### src/smeu_pkg.sv
// ----------------------------------------------------------------------------
// Stack machine execute unit package
// Shared constants, command and error codes, and the ALU request type.
// ----------------------------------------------------------------------------
package smeu_pkg;

    localparam int STACK_DEPTH_DEF  = 256;
    localparam int LOCAL_SLOTS_DEF  = 256;
    localparam int GLOBAL_SLOTS_DEF = 256;

    localparam int DATA_W      = 64;
    localparam int CMD_W       = 5;
    localparam int VIDX_W      = 9;
    localparam int DEPTH_OUT_W = 9;
    localparam int ERR_W       = 3;
    localparam int S_TDATA_W   = 80;
    localparam int M_TDATA_W   = 80;

    typedef enum logic [CMD_W-1:0] {
        CMD_PUSH   = 5'd0,
        CMD_ADD    = 5'd1,
        CMD_SUB    = 5'd2,
        CMD_MUL    = 5'd3,
        CMD_DIV    = 5'd4,
        CMD_MOD    = 5'd5,
        CMD_LT     = 5'd6,
        CMD_LE     = 5'd7,
        CMD_GT     = 5'd8,
        CMD_GE     = 5'd9,
        CMD_EQ     = 5'd10,
        CMD_NE     = 5'd11,
        CMD_SHL    = 5'd12,
        CMD_SHR    = 5'd13,
        CMD_OR     = 5'd14,
        CMD_AND    = 5'd15,
        CMD_XOR    = 5'd16,
        CMD_INVERT = 5'd17,
        CMD_NOT    = 5'd18,
        CMD_NEGATE = 5'd19,
        CMD_DROP   = 5'd20,
        CMD_LOAD   = 5'd21,
        CMD_ASSIGN = 5'd22,
        CMD_INC    = 5'd23,
        CMD_DEC    = 5'd24,
        CMD_JT     = 5'd25,
        CMD_JF     = 5'd26
    } cmd_t;

    typedef enum logic [ERR_W-1:0] {
        ERR_OK        = 3'd0,
        ERR_UNDERFLOW = 3'd1,
        ERR_OVERFLOW  = 3'd2,
        ERR_DIV_ZERO  = 3'd3,
        ERR_BAD_CMD   = 3'd4
    } err_t;

    typedef enum logic [4:0] {
        ALU_ADD, ALU_SUB, ALU_MUL, ALU_DIV, ALU_MOD,
        ALU_LT, ALU_LE, ALU_GT, ALU_GE, ALU_EQ, ALU_NE,
        ALU_SHL, ALU_SHR, ALU_OR, ALU_AND, ALU_XOR,
        ALU_LNOT, ALU_BNOT, ALU_NEG, ALU_INC, ALU_DEC
    } alu_op_t;

    typedef struct packed {
        logic    start;
        alu_op_t op;
    } alu_req_t;

endpackage

### src/smeu_alu.sv
// ----------------------------------------------------------------------------
// Stack machine ALU
// One shared 64-bit adder serves add, subtract, compare, negate and inc/dec,
// and is reused bit by bit for shift-add multiply and restoring signed divide.
// ----------------------------------------------------------------------------
module smeu_alu (
    input  logic                          clk,
    input  logic                          rst_n,
    input  smeu_pkg::alu_req_t            req,
    input  logic [smeu_pkg::DATA_W-1:0]   a,
    input  logic [smeu_pkg::DATA_W-1:0]   b,
    output logic                          done,
    output logic [smeu_pkg::DATA_W-1:0]   result
);

    localparam int DW = smeu_pkg::DATA_W;
    localparam int CNT_W = $clog2(DW);

    typedef enum logic [1:0] {PH_IDLE, PH_ITER, PH_FIX} phase_t;

    phase_t              phase_reg;
    smeu_pkg::alu_op_t   op_reg;
    logic [CNT_W-1:0]    cnt_reg;
    logic [DW-1:0]       acc_reg;
    logic [DW-1:0]       aux_reg;
    logic [DW-1:0]       sh_reg;
    logic                neg_reg;
    logic                done_reg;
    logic [DW-1:0]       result_reg;

    logic [DW-1:0]       add_x;
    logic [DW-1:0]       add_y;
    logic                add_cin;
    logic [DW:0]         sum;
    logic [DW-1:0]       rem_shift;
    logic [DW-1:0]       fix_val;
    logic [DW-1:0]       mag_a;
    logic [DW-1:0]       mag_b;
    logic                lt;
    logic                eq;
    logic [DW-1:0]       single;

    assign rem_shift = {acc_reg[DW-2:0], sh_reg[DW-1]};
    assign fix_val   = (op_reg == smeu_pkg::ALU_DIV) ? sh_reg : acc_reg;
    assign mag_a     = a[DW-1] ? (~a + DW'(1)) : a;
    assign mag_b     = b[DW-1] ? (~b + DW'(1)) : b;

    // Operand selection for the shared adder.
    always_comb
    begin
        add_x   = a;
        add_y   = b;
        add_cin = 1'b0;
        unique case (phase_reg)
            PH_ITER:
            begin
                if (op_reg == smeu_pkg::ALU_MUL)
                begin
                    add_x = acc_reg;
                    add_y = aux_reg;
                end
                else
                begin
                    add_x   = rem_shift;
                    add_y   = ~aux_reg;
                    add_cin = 1'b1;
                end
            end
            PH_FIX:
            begin
                add_x   = '0;
                add_y   = ~fix_val;
                add_cin = 1'b1;
            end
            default:
            begin
                case (req.op)
                    smeu_pkg::ALU_SUB, smeu_pkg::ALU_LT, smeu_pkg::ALU_LE,
                    smeu_pkg::ALU_GT, smeu_pkg::ALU_GE:
                    begin
                        add_y   = ~b;
                        add_cin = 1'b1;
                    end
                    smeu_pkg::ALU_NEG:
                    begin
                        add_x   = '0;
                        add_y   = ~a;
                        add_cin = 1'b1;
                    end
                    smeu_pkg::ALU_INC:
                    begin
                        add_y   = '0;
                        add_cin = 1'b1;
                    end
                    smeu_pkg::ALU_DEC:
                    begin
                        add_y = '1;
                    end
                    default:
                    begin
                        add_y = b;
                    end
                endcase
            end
        endcase
    end

    assign sum = {1'b0, add_x} + {1'b0, add_y} + (DW+1)'(add_cin);

    // Signed less-than from the subtract: when signs differ, a is smaller if negative.
    assign lt = (a[DW-1] != b[DW-1]) ? a[DW-1] : sum[DW-1];
    assign eq = (a == b);

    always_comb
    begin
        case (req.op)
            smeu_pkg::ALU_LT:   single = {{(DW-1){1'b0}}, lt};
            smeu_pkg::ALU_LE:   single = {{(DW-1){1'b0}}, lt | eq};
            smeu_pkg::ALU_GT:   single = {{(DW-1){1'b0}}, ~lt & ~eq};
            smeu_pkg::ALU_GE:   single = {{(DW-1){1'b0}}, ~lt};
            smeu_pkg::ALU_EQ:   single = {{(DW-1){1'b0}}, eq};
            smeu_pkg::ALU_NE:   single = {{(DW-1){1'b0}}, ~eq};
            smeu_pkg::ALU_SHL:  single = a << b[CNT_W-1:0];
            smeu_pkg::ALU_SHR:  single = DW'($signed(a) >>> b[CNT_W-1:0]);
            smeu_pkg::ALU_OR:   single = a | b;
            smeu_pkg::ALU_AND:  single = a & b;
            smeu_pkg::ALU_XOR:  single = a ^ b;
            smeu_pkg::ALU_LNOT: single = {{(DW-1){1'b0}}, a == '0};
            smeu_pkg::ALU_BNOT: single = ~a;
            default:            single = sum[DW-1:0];
        endcase
    end

    always_ff @(posedge clk or negedge rst_n)
    begin
        if (!rst_n)
        begin
            phase_reg  <= PH_IDLE;
            op_reg     <= smeu_pkg::ALU_ADD;
            cnt_reg    <= '0;
            acc_reg    <= '0;
            aux_reg    <= '0;
            sh_reg     <= '0;
            neg_reg    <= 1'b0;
            done_reg   <= 1'b0;
            result_reg <= '0;
        end
        else
        begin
            done_reg <= 1'b0;
            unique case (phase_reg)
                PH_IDLE:
                begin
                    if (req.start)
                    begin
                        op_reg  <= req.op;
                        cnt_reg <= '0;
                        acc_reg <= '0;
                        if (req.op == smeu_pkg::ALU_MUL)
                        begin
                            aux_reg   <= a;
                            sh_reg    <= b;
                            neg_reg   <= 1'b0;
                            phase_reg <= PH_ITER;
                        end
                        else if (req.op == smeu_pkg::ALU_DIV || req.op == smeu_pkg::ALU_MOD)
                        begin
                            aux_reg   <= mag_b;
                            sh_reg    <= mag_a;
                            neg_reg   <= (req.op == smeu_pkg::ALU_MOD) ? a[DW-1]
                                                                        : (a[DW-1] ^ b[DW-1]);
                            phase_reg <= PH_ITER;
                        end
                        else
                        begin
                            result_reg <= single;
                            done_reg   <= 1'b1;
                        end
                    end
                end
                PH_ITER:
                begin
                    if (op_reg == smeu_pkg::ALU_MUL)
                    begin
                        if (sh_reg[0])
                        begin
                            acc_reg <= sum[DW-1:0];
                        end
                        aux_reg <= aux_reg << 1;
                        sh_reg  <= sh_reg >> 1;
                    end
                    else
                    begin
                        // Carry out means no borrow: the divisor fits, quotient bit is one.
                        acc_reg <= sum[DW] ? sum[DW-1:0] : rem_shift;
                        sh_reg  <= {sh_reg[DW-2:0], sum[DW]};
                    end
                    cnt_reg <= cnt_reg + CNT_W'(1);
                    if (cnt_reg == CNT_W'(DW-1))
                    begin
                        phase_reg <= PH_FIX;
                    end
                end
                default:
                begin
                    result_reg <= neg_reg ? sum[DW-1:0] : fix_val;
                    done_reg   <= 1'b1;
                    phase_reg  <= PH_IDLE;
                end
            endcase
        end
    end

    assign done   = done_reg;
    assign result = result_reg;

endmodule

### config.mk
export PLATFORM = sky130hd
export DESIGN_NAME = smeu_alu
export DESIGN_NICKNAME = d
export VERILOG_FILES = /design/src/smeu_pkg.sv /design/src/smeu_alu.sv
export SDC_FILE = /design/constraint.sdc
export NUM_CORES = 2
export LEC_CHECK = 0
export BUFFER_PORTS_ARGS = -buffer_cell sky130_fd_sc_hd__buf_2
export CAP_MARGIN = 5
export CELL_PAD_IN_SITES_DETAIL_PLACEMENT = 0
export CELL_PAD_IN_SITES_GLOBAL_PLACEMENT = 2
export CORE_MARGIN = 3
export CORE_UTILIZATION = 34
export DETAILED_ROUTE_END_ITERATION = 10
export GPL_TIMING_DRIVEN = 1
export PLACE_DENSITY = 0.87
export SYNTH_ARGS = -nofsm -noshare
export SYNTH_HDL_FRONTEND = slang
export SYNTH_SLANG_ARGS = --single-unit
### constraint.sdc
create_clock -name clk -period 4.9 [get_ports clk]
set_clock_uncertainty 0.1 [all_clocks]
set_input_delay 0.49 -clock clk [delete_from_list [all_inputs] [get_ports clk]]
set_output_delay 0.49 -clock clk [all_outputs]
set_load 0.1 [all_outputs]
==> reports/metrics.cfg <==
[route]
vias_per_cell = 6.43
wl_per_cell_um = 33.4
postRouteAntennaNets = 0
drt-pass1-iter-count = 8
wl_um = 247000
drtIter0Drc = 5975
route.detailed.drc = 0
num_vias = 47700

[logic_synthesis]
syn_nets = 5539
yosys_warnings = 0
syn-cell-area_sq_um = 38300
synthCells = 5203
yosysSeqAreaShare_pct = 17.7
ys_top_cells_by_count = nand2_1, o21ai_0, nor2_1
post-synth-top-area-cell = dfrtp_1
synth_area_leaders = dfrtp_1, mux4_2, o21ai_0
yosys_register_bits = 271
synth_cell_type_count = 86
yosysMostFrequentCell = nand2_1
synth_top_area_share_pct = 17.7
synth_edf_count = 0
ys_async_sr_fraction_pct = 100
ys.flop_type = dfrtp_1
syn_area_per_cell_sq_um = 7.37

[floorplan]
rows = 122
ioPinCount = 201
die_h_um = 342
core_area_sq_um = 111000
start_util_pct = 34.5
die_area_sq_um = 117000
chipWidth_um = 342

[sta]
whs_ns = 0.192
hold_viol_final = 0
finalCritPeriodShare_pct = 109
finalMaxSlewViolations = 0
setup_viol = 101
grt_setup_unrepaired = yes
max_freq_ghz = 0.187
period_needed_ns = 5.35
fin_ws_ns = -0.446
tightest_slew_ns = 1.42
relSlewSlack_pct = 5.02

[grt]
busiest_layer = met2
antenna_found_initial = 16
first_global_vias = 45000
gr-usage-met2_pct = 61.5
grt_usage_pct = 40.6
grt_max_degree = 107
grt_pass1_wl_um = 341000
grt_util_met3_pct = 8.21
gr-usage-met1_pct = 49.7
grt-ovfl-total = 0

[final_layout]
final_layout_size_suffix_gt1_share_pct = 28.6
final_nets = 6228
syn2layout_area_growth_pct = 31.6
final_util_pct = 45.4

[job]
maxCapViolations = 0

[clocking]
cts.sinks = 271
numCtsBuffers = 36
clockBufferDepth = 3
cts_root_buffer = clkbuf_16
cts_tree = built
cts.clk_slew.worst_paths_ns = 0.07
htree_levels = 2
clk_latency_ns = 0.60

[placed_design]
place.port_buffers = 200
gp_congestion = 1.07
place_hpwl_um = 194000

[power]
ir_drop_mv = 0.582
swShare_pct = 53.1
clkPwrFrac_pct = 8.1
p_seq_share_pct = 11.8
power.leakage_nw = 21.9
p_per_area_nw_per_um2 = 719
internal_power_mw = 17.0
pwr-share-comb_pct = 80.1
p_sw_mw = 19.3

[setup_path]
cp_max_fo = 8
cp.required_ns = 5.22
path_class = reg -> reg
cp-start-kind = flip-flop
worstPathArrival_ns = 5.67
worstSetupEndpointType = flip-flop

[status]
violations = setup timing
status = complete, but fails checks

[hold_path]
hold_class = in -> reg

-- kinds of logic (layout without fill, tap and decap cells) --
logic type	Yosys count	after routing	share of synthesized area, %
DFF	271	271	17.7
other	0	12	0
adders and majority gates	200	200	6.56
xor gates and xnor gates	245	245	5.60
muxes	454	454	16.6
AOI/OAI and AO/OA	1786	1787	29.2
buffers and inverters	663	1376	6.69
and+or+nand+nor	1584	1584	17.6
-- worst max-delay path: stages (launching register included) --
cell	delay, ns
dfrtp_1	0.41
nor4b_4	0.39
buf_4	0.19
buf_6	0.11
nand2_8	0.13
mux2i_4	0.24
a221oi_2	0.09
a21o_1	0.18
fa_2	0.39
fa_2	0.43
nor2b_4	0.18
o2111ai_4	0.17
a2111o_1	0.50
a31oi_4	0.29
o2111ai_4	0.20
a31oi_4	0.28
a31oi_4	0.17
buf_12	0.20
buf_12	0.14
buf_16	0.16
mux2i_1	0.15
o21ai_1	0.07
-- layer usage --
layer / vias to the layer above / wire length, um
li1: 20600 / -
met1: 23400 / 92800
met2: 2951 / 106000
met3: 756 / 22800
met4: 2 / 26100
met5: - / 13
-- per-stage QoR --
step | instances | area (sq um) | power, mW | setup TNS, ns | setup WS (ns)
finish | 7417 | 50500 | 36.3 | -29.29 | -0.446
global placement | 7276 | 46700 | 28.5 | -87.07 | -1.54
floorplan | 5203 | 38400 | 16.8 | 0 | 0.000601
global route | 7406 | 50500 | 37.9 | -32.67 | -0.471
detailed placement | 7276 | 46700 | 28.6 | -89.24 | -1.56
CTS | 7374 | 49200 | 33.7 | -19.32 | -0.311
-- layout make-up --
type / count / area [sq um]
well taps: 1488 / 1860
diodes: 12 / 30.0
clock buffers: 48 / 996
repair buffers: 1154 / 9060
inverters: 159 / 603
flip-flops and latches: 271 / 6780
clock inverters: 15 / 255
multi-input cells: 4270 / 30900
fillers: 11400 / 60800
-- cell usage in the layout (no fill, tap or decap), types with 58 or more instances in the layout --
cell type	n
nand3_1	100
a221oi_1	74
ha_1	185
inv_1	149
a211oi_1	103
mux4_2	143
nand2_1	714
a21oi_1	389
buf_2	194
xnor2_1	207
o221ai_1	85
o21ai_0	576
mux2i_1	261
o21ai_1	58
buf_4	871
nor2_1	488
dfrtp_1	270
-- power by group through the flow --
stage	registers [mW]	logic [mW]	clock network (mW)
after floorplan	5.56	11.2	0
after global placement	4.24	24.2	0
after detailed placement	4.24	24.4	0
after CTS	4.23	26.4	2.98
after global routing	4.35	30.5	3.06
final	4.29	29.1	2.95
-- path summary, 6_finish.rpt --
| check | startpoint | endpoint | slack (ns) | cells after the start |
|---|---|---|---|---|
| setup / recovery | op_reg[3] | acc_reg[28] | -0.45 | 21 |
| hold / removal | req[5] | phase_reg[0] | 0.19 | 3 |
| setup reg to reg | op_reg[3] | acc_reg[28] | -0.45 | 21 |
| hold reg to reg | result[24] | result[24] | 0.38 | 1 |
| max in group asynchronous | rst_n | neg_reg | 3.08 | 3 |
| min in group asynchronous | rst_n | aux_reg[11] | 0.41 | 2 |
-- what timing repair did --
item,in CTS,in global routing
buffers inserted,33,29
pin swaps,74,87
gates cloned,6,3
gates resized for setup,184,213
endpoints found under the hold margin,83,0
setup endpoints to repair,123,115
hold buffers,1,0
Note: power is estimated with default switching activity, not from simulation.
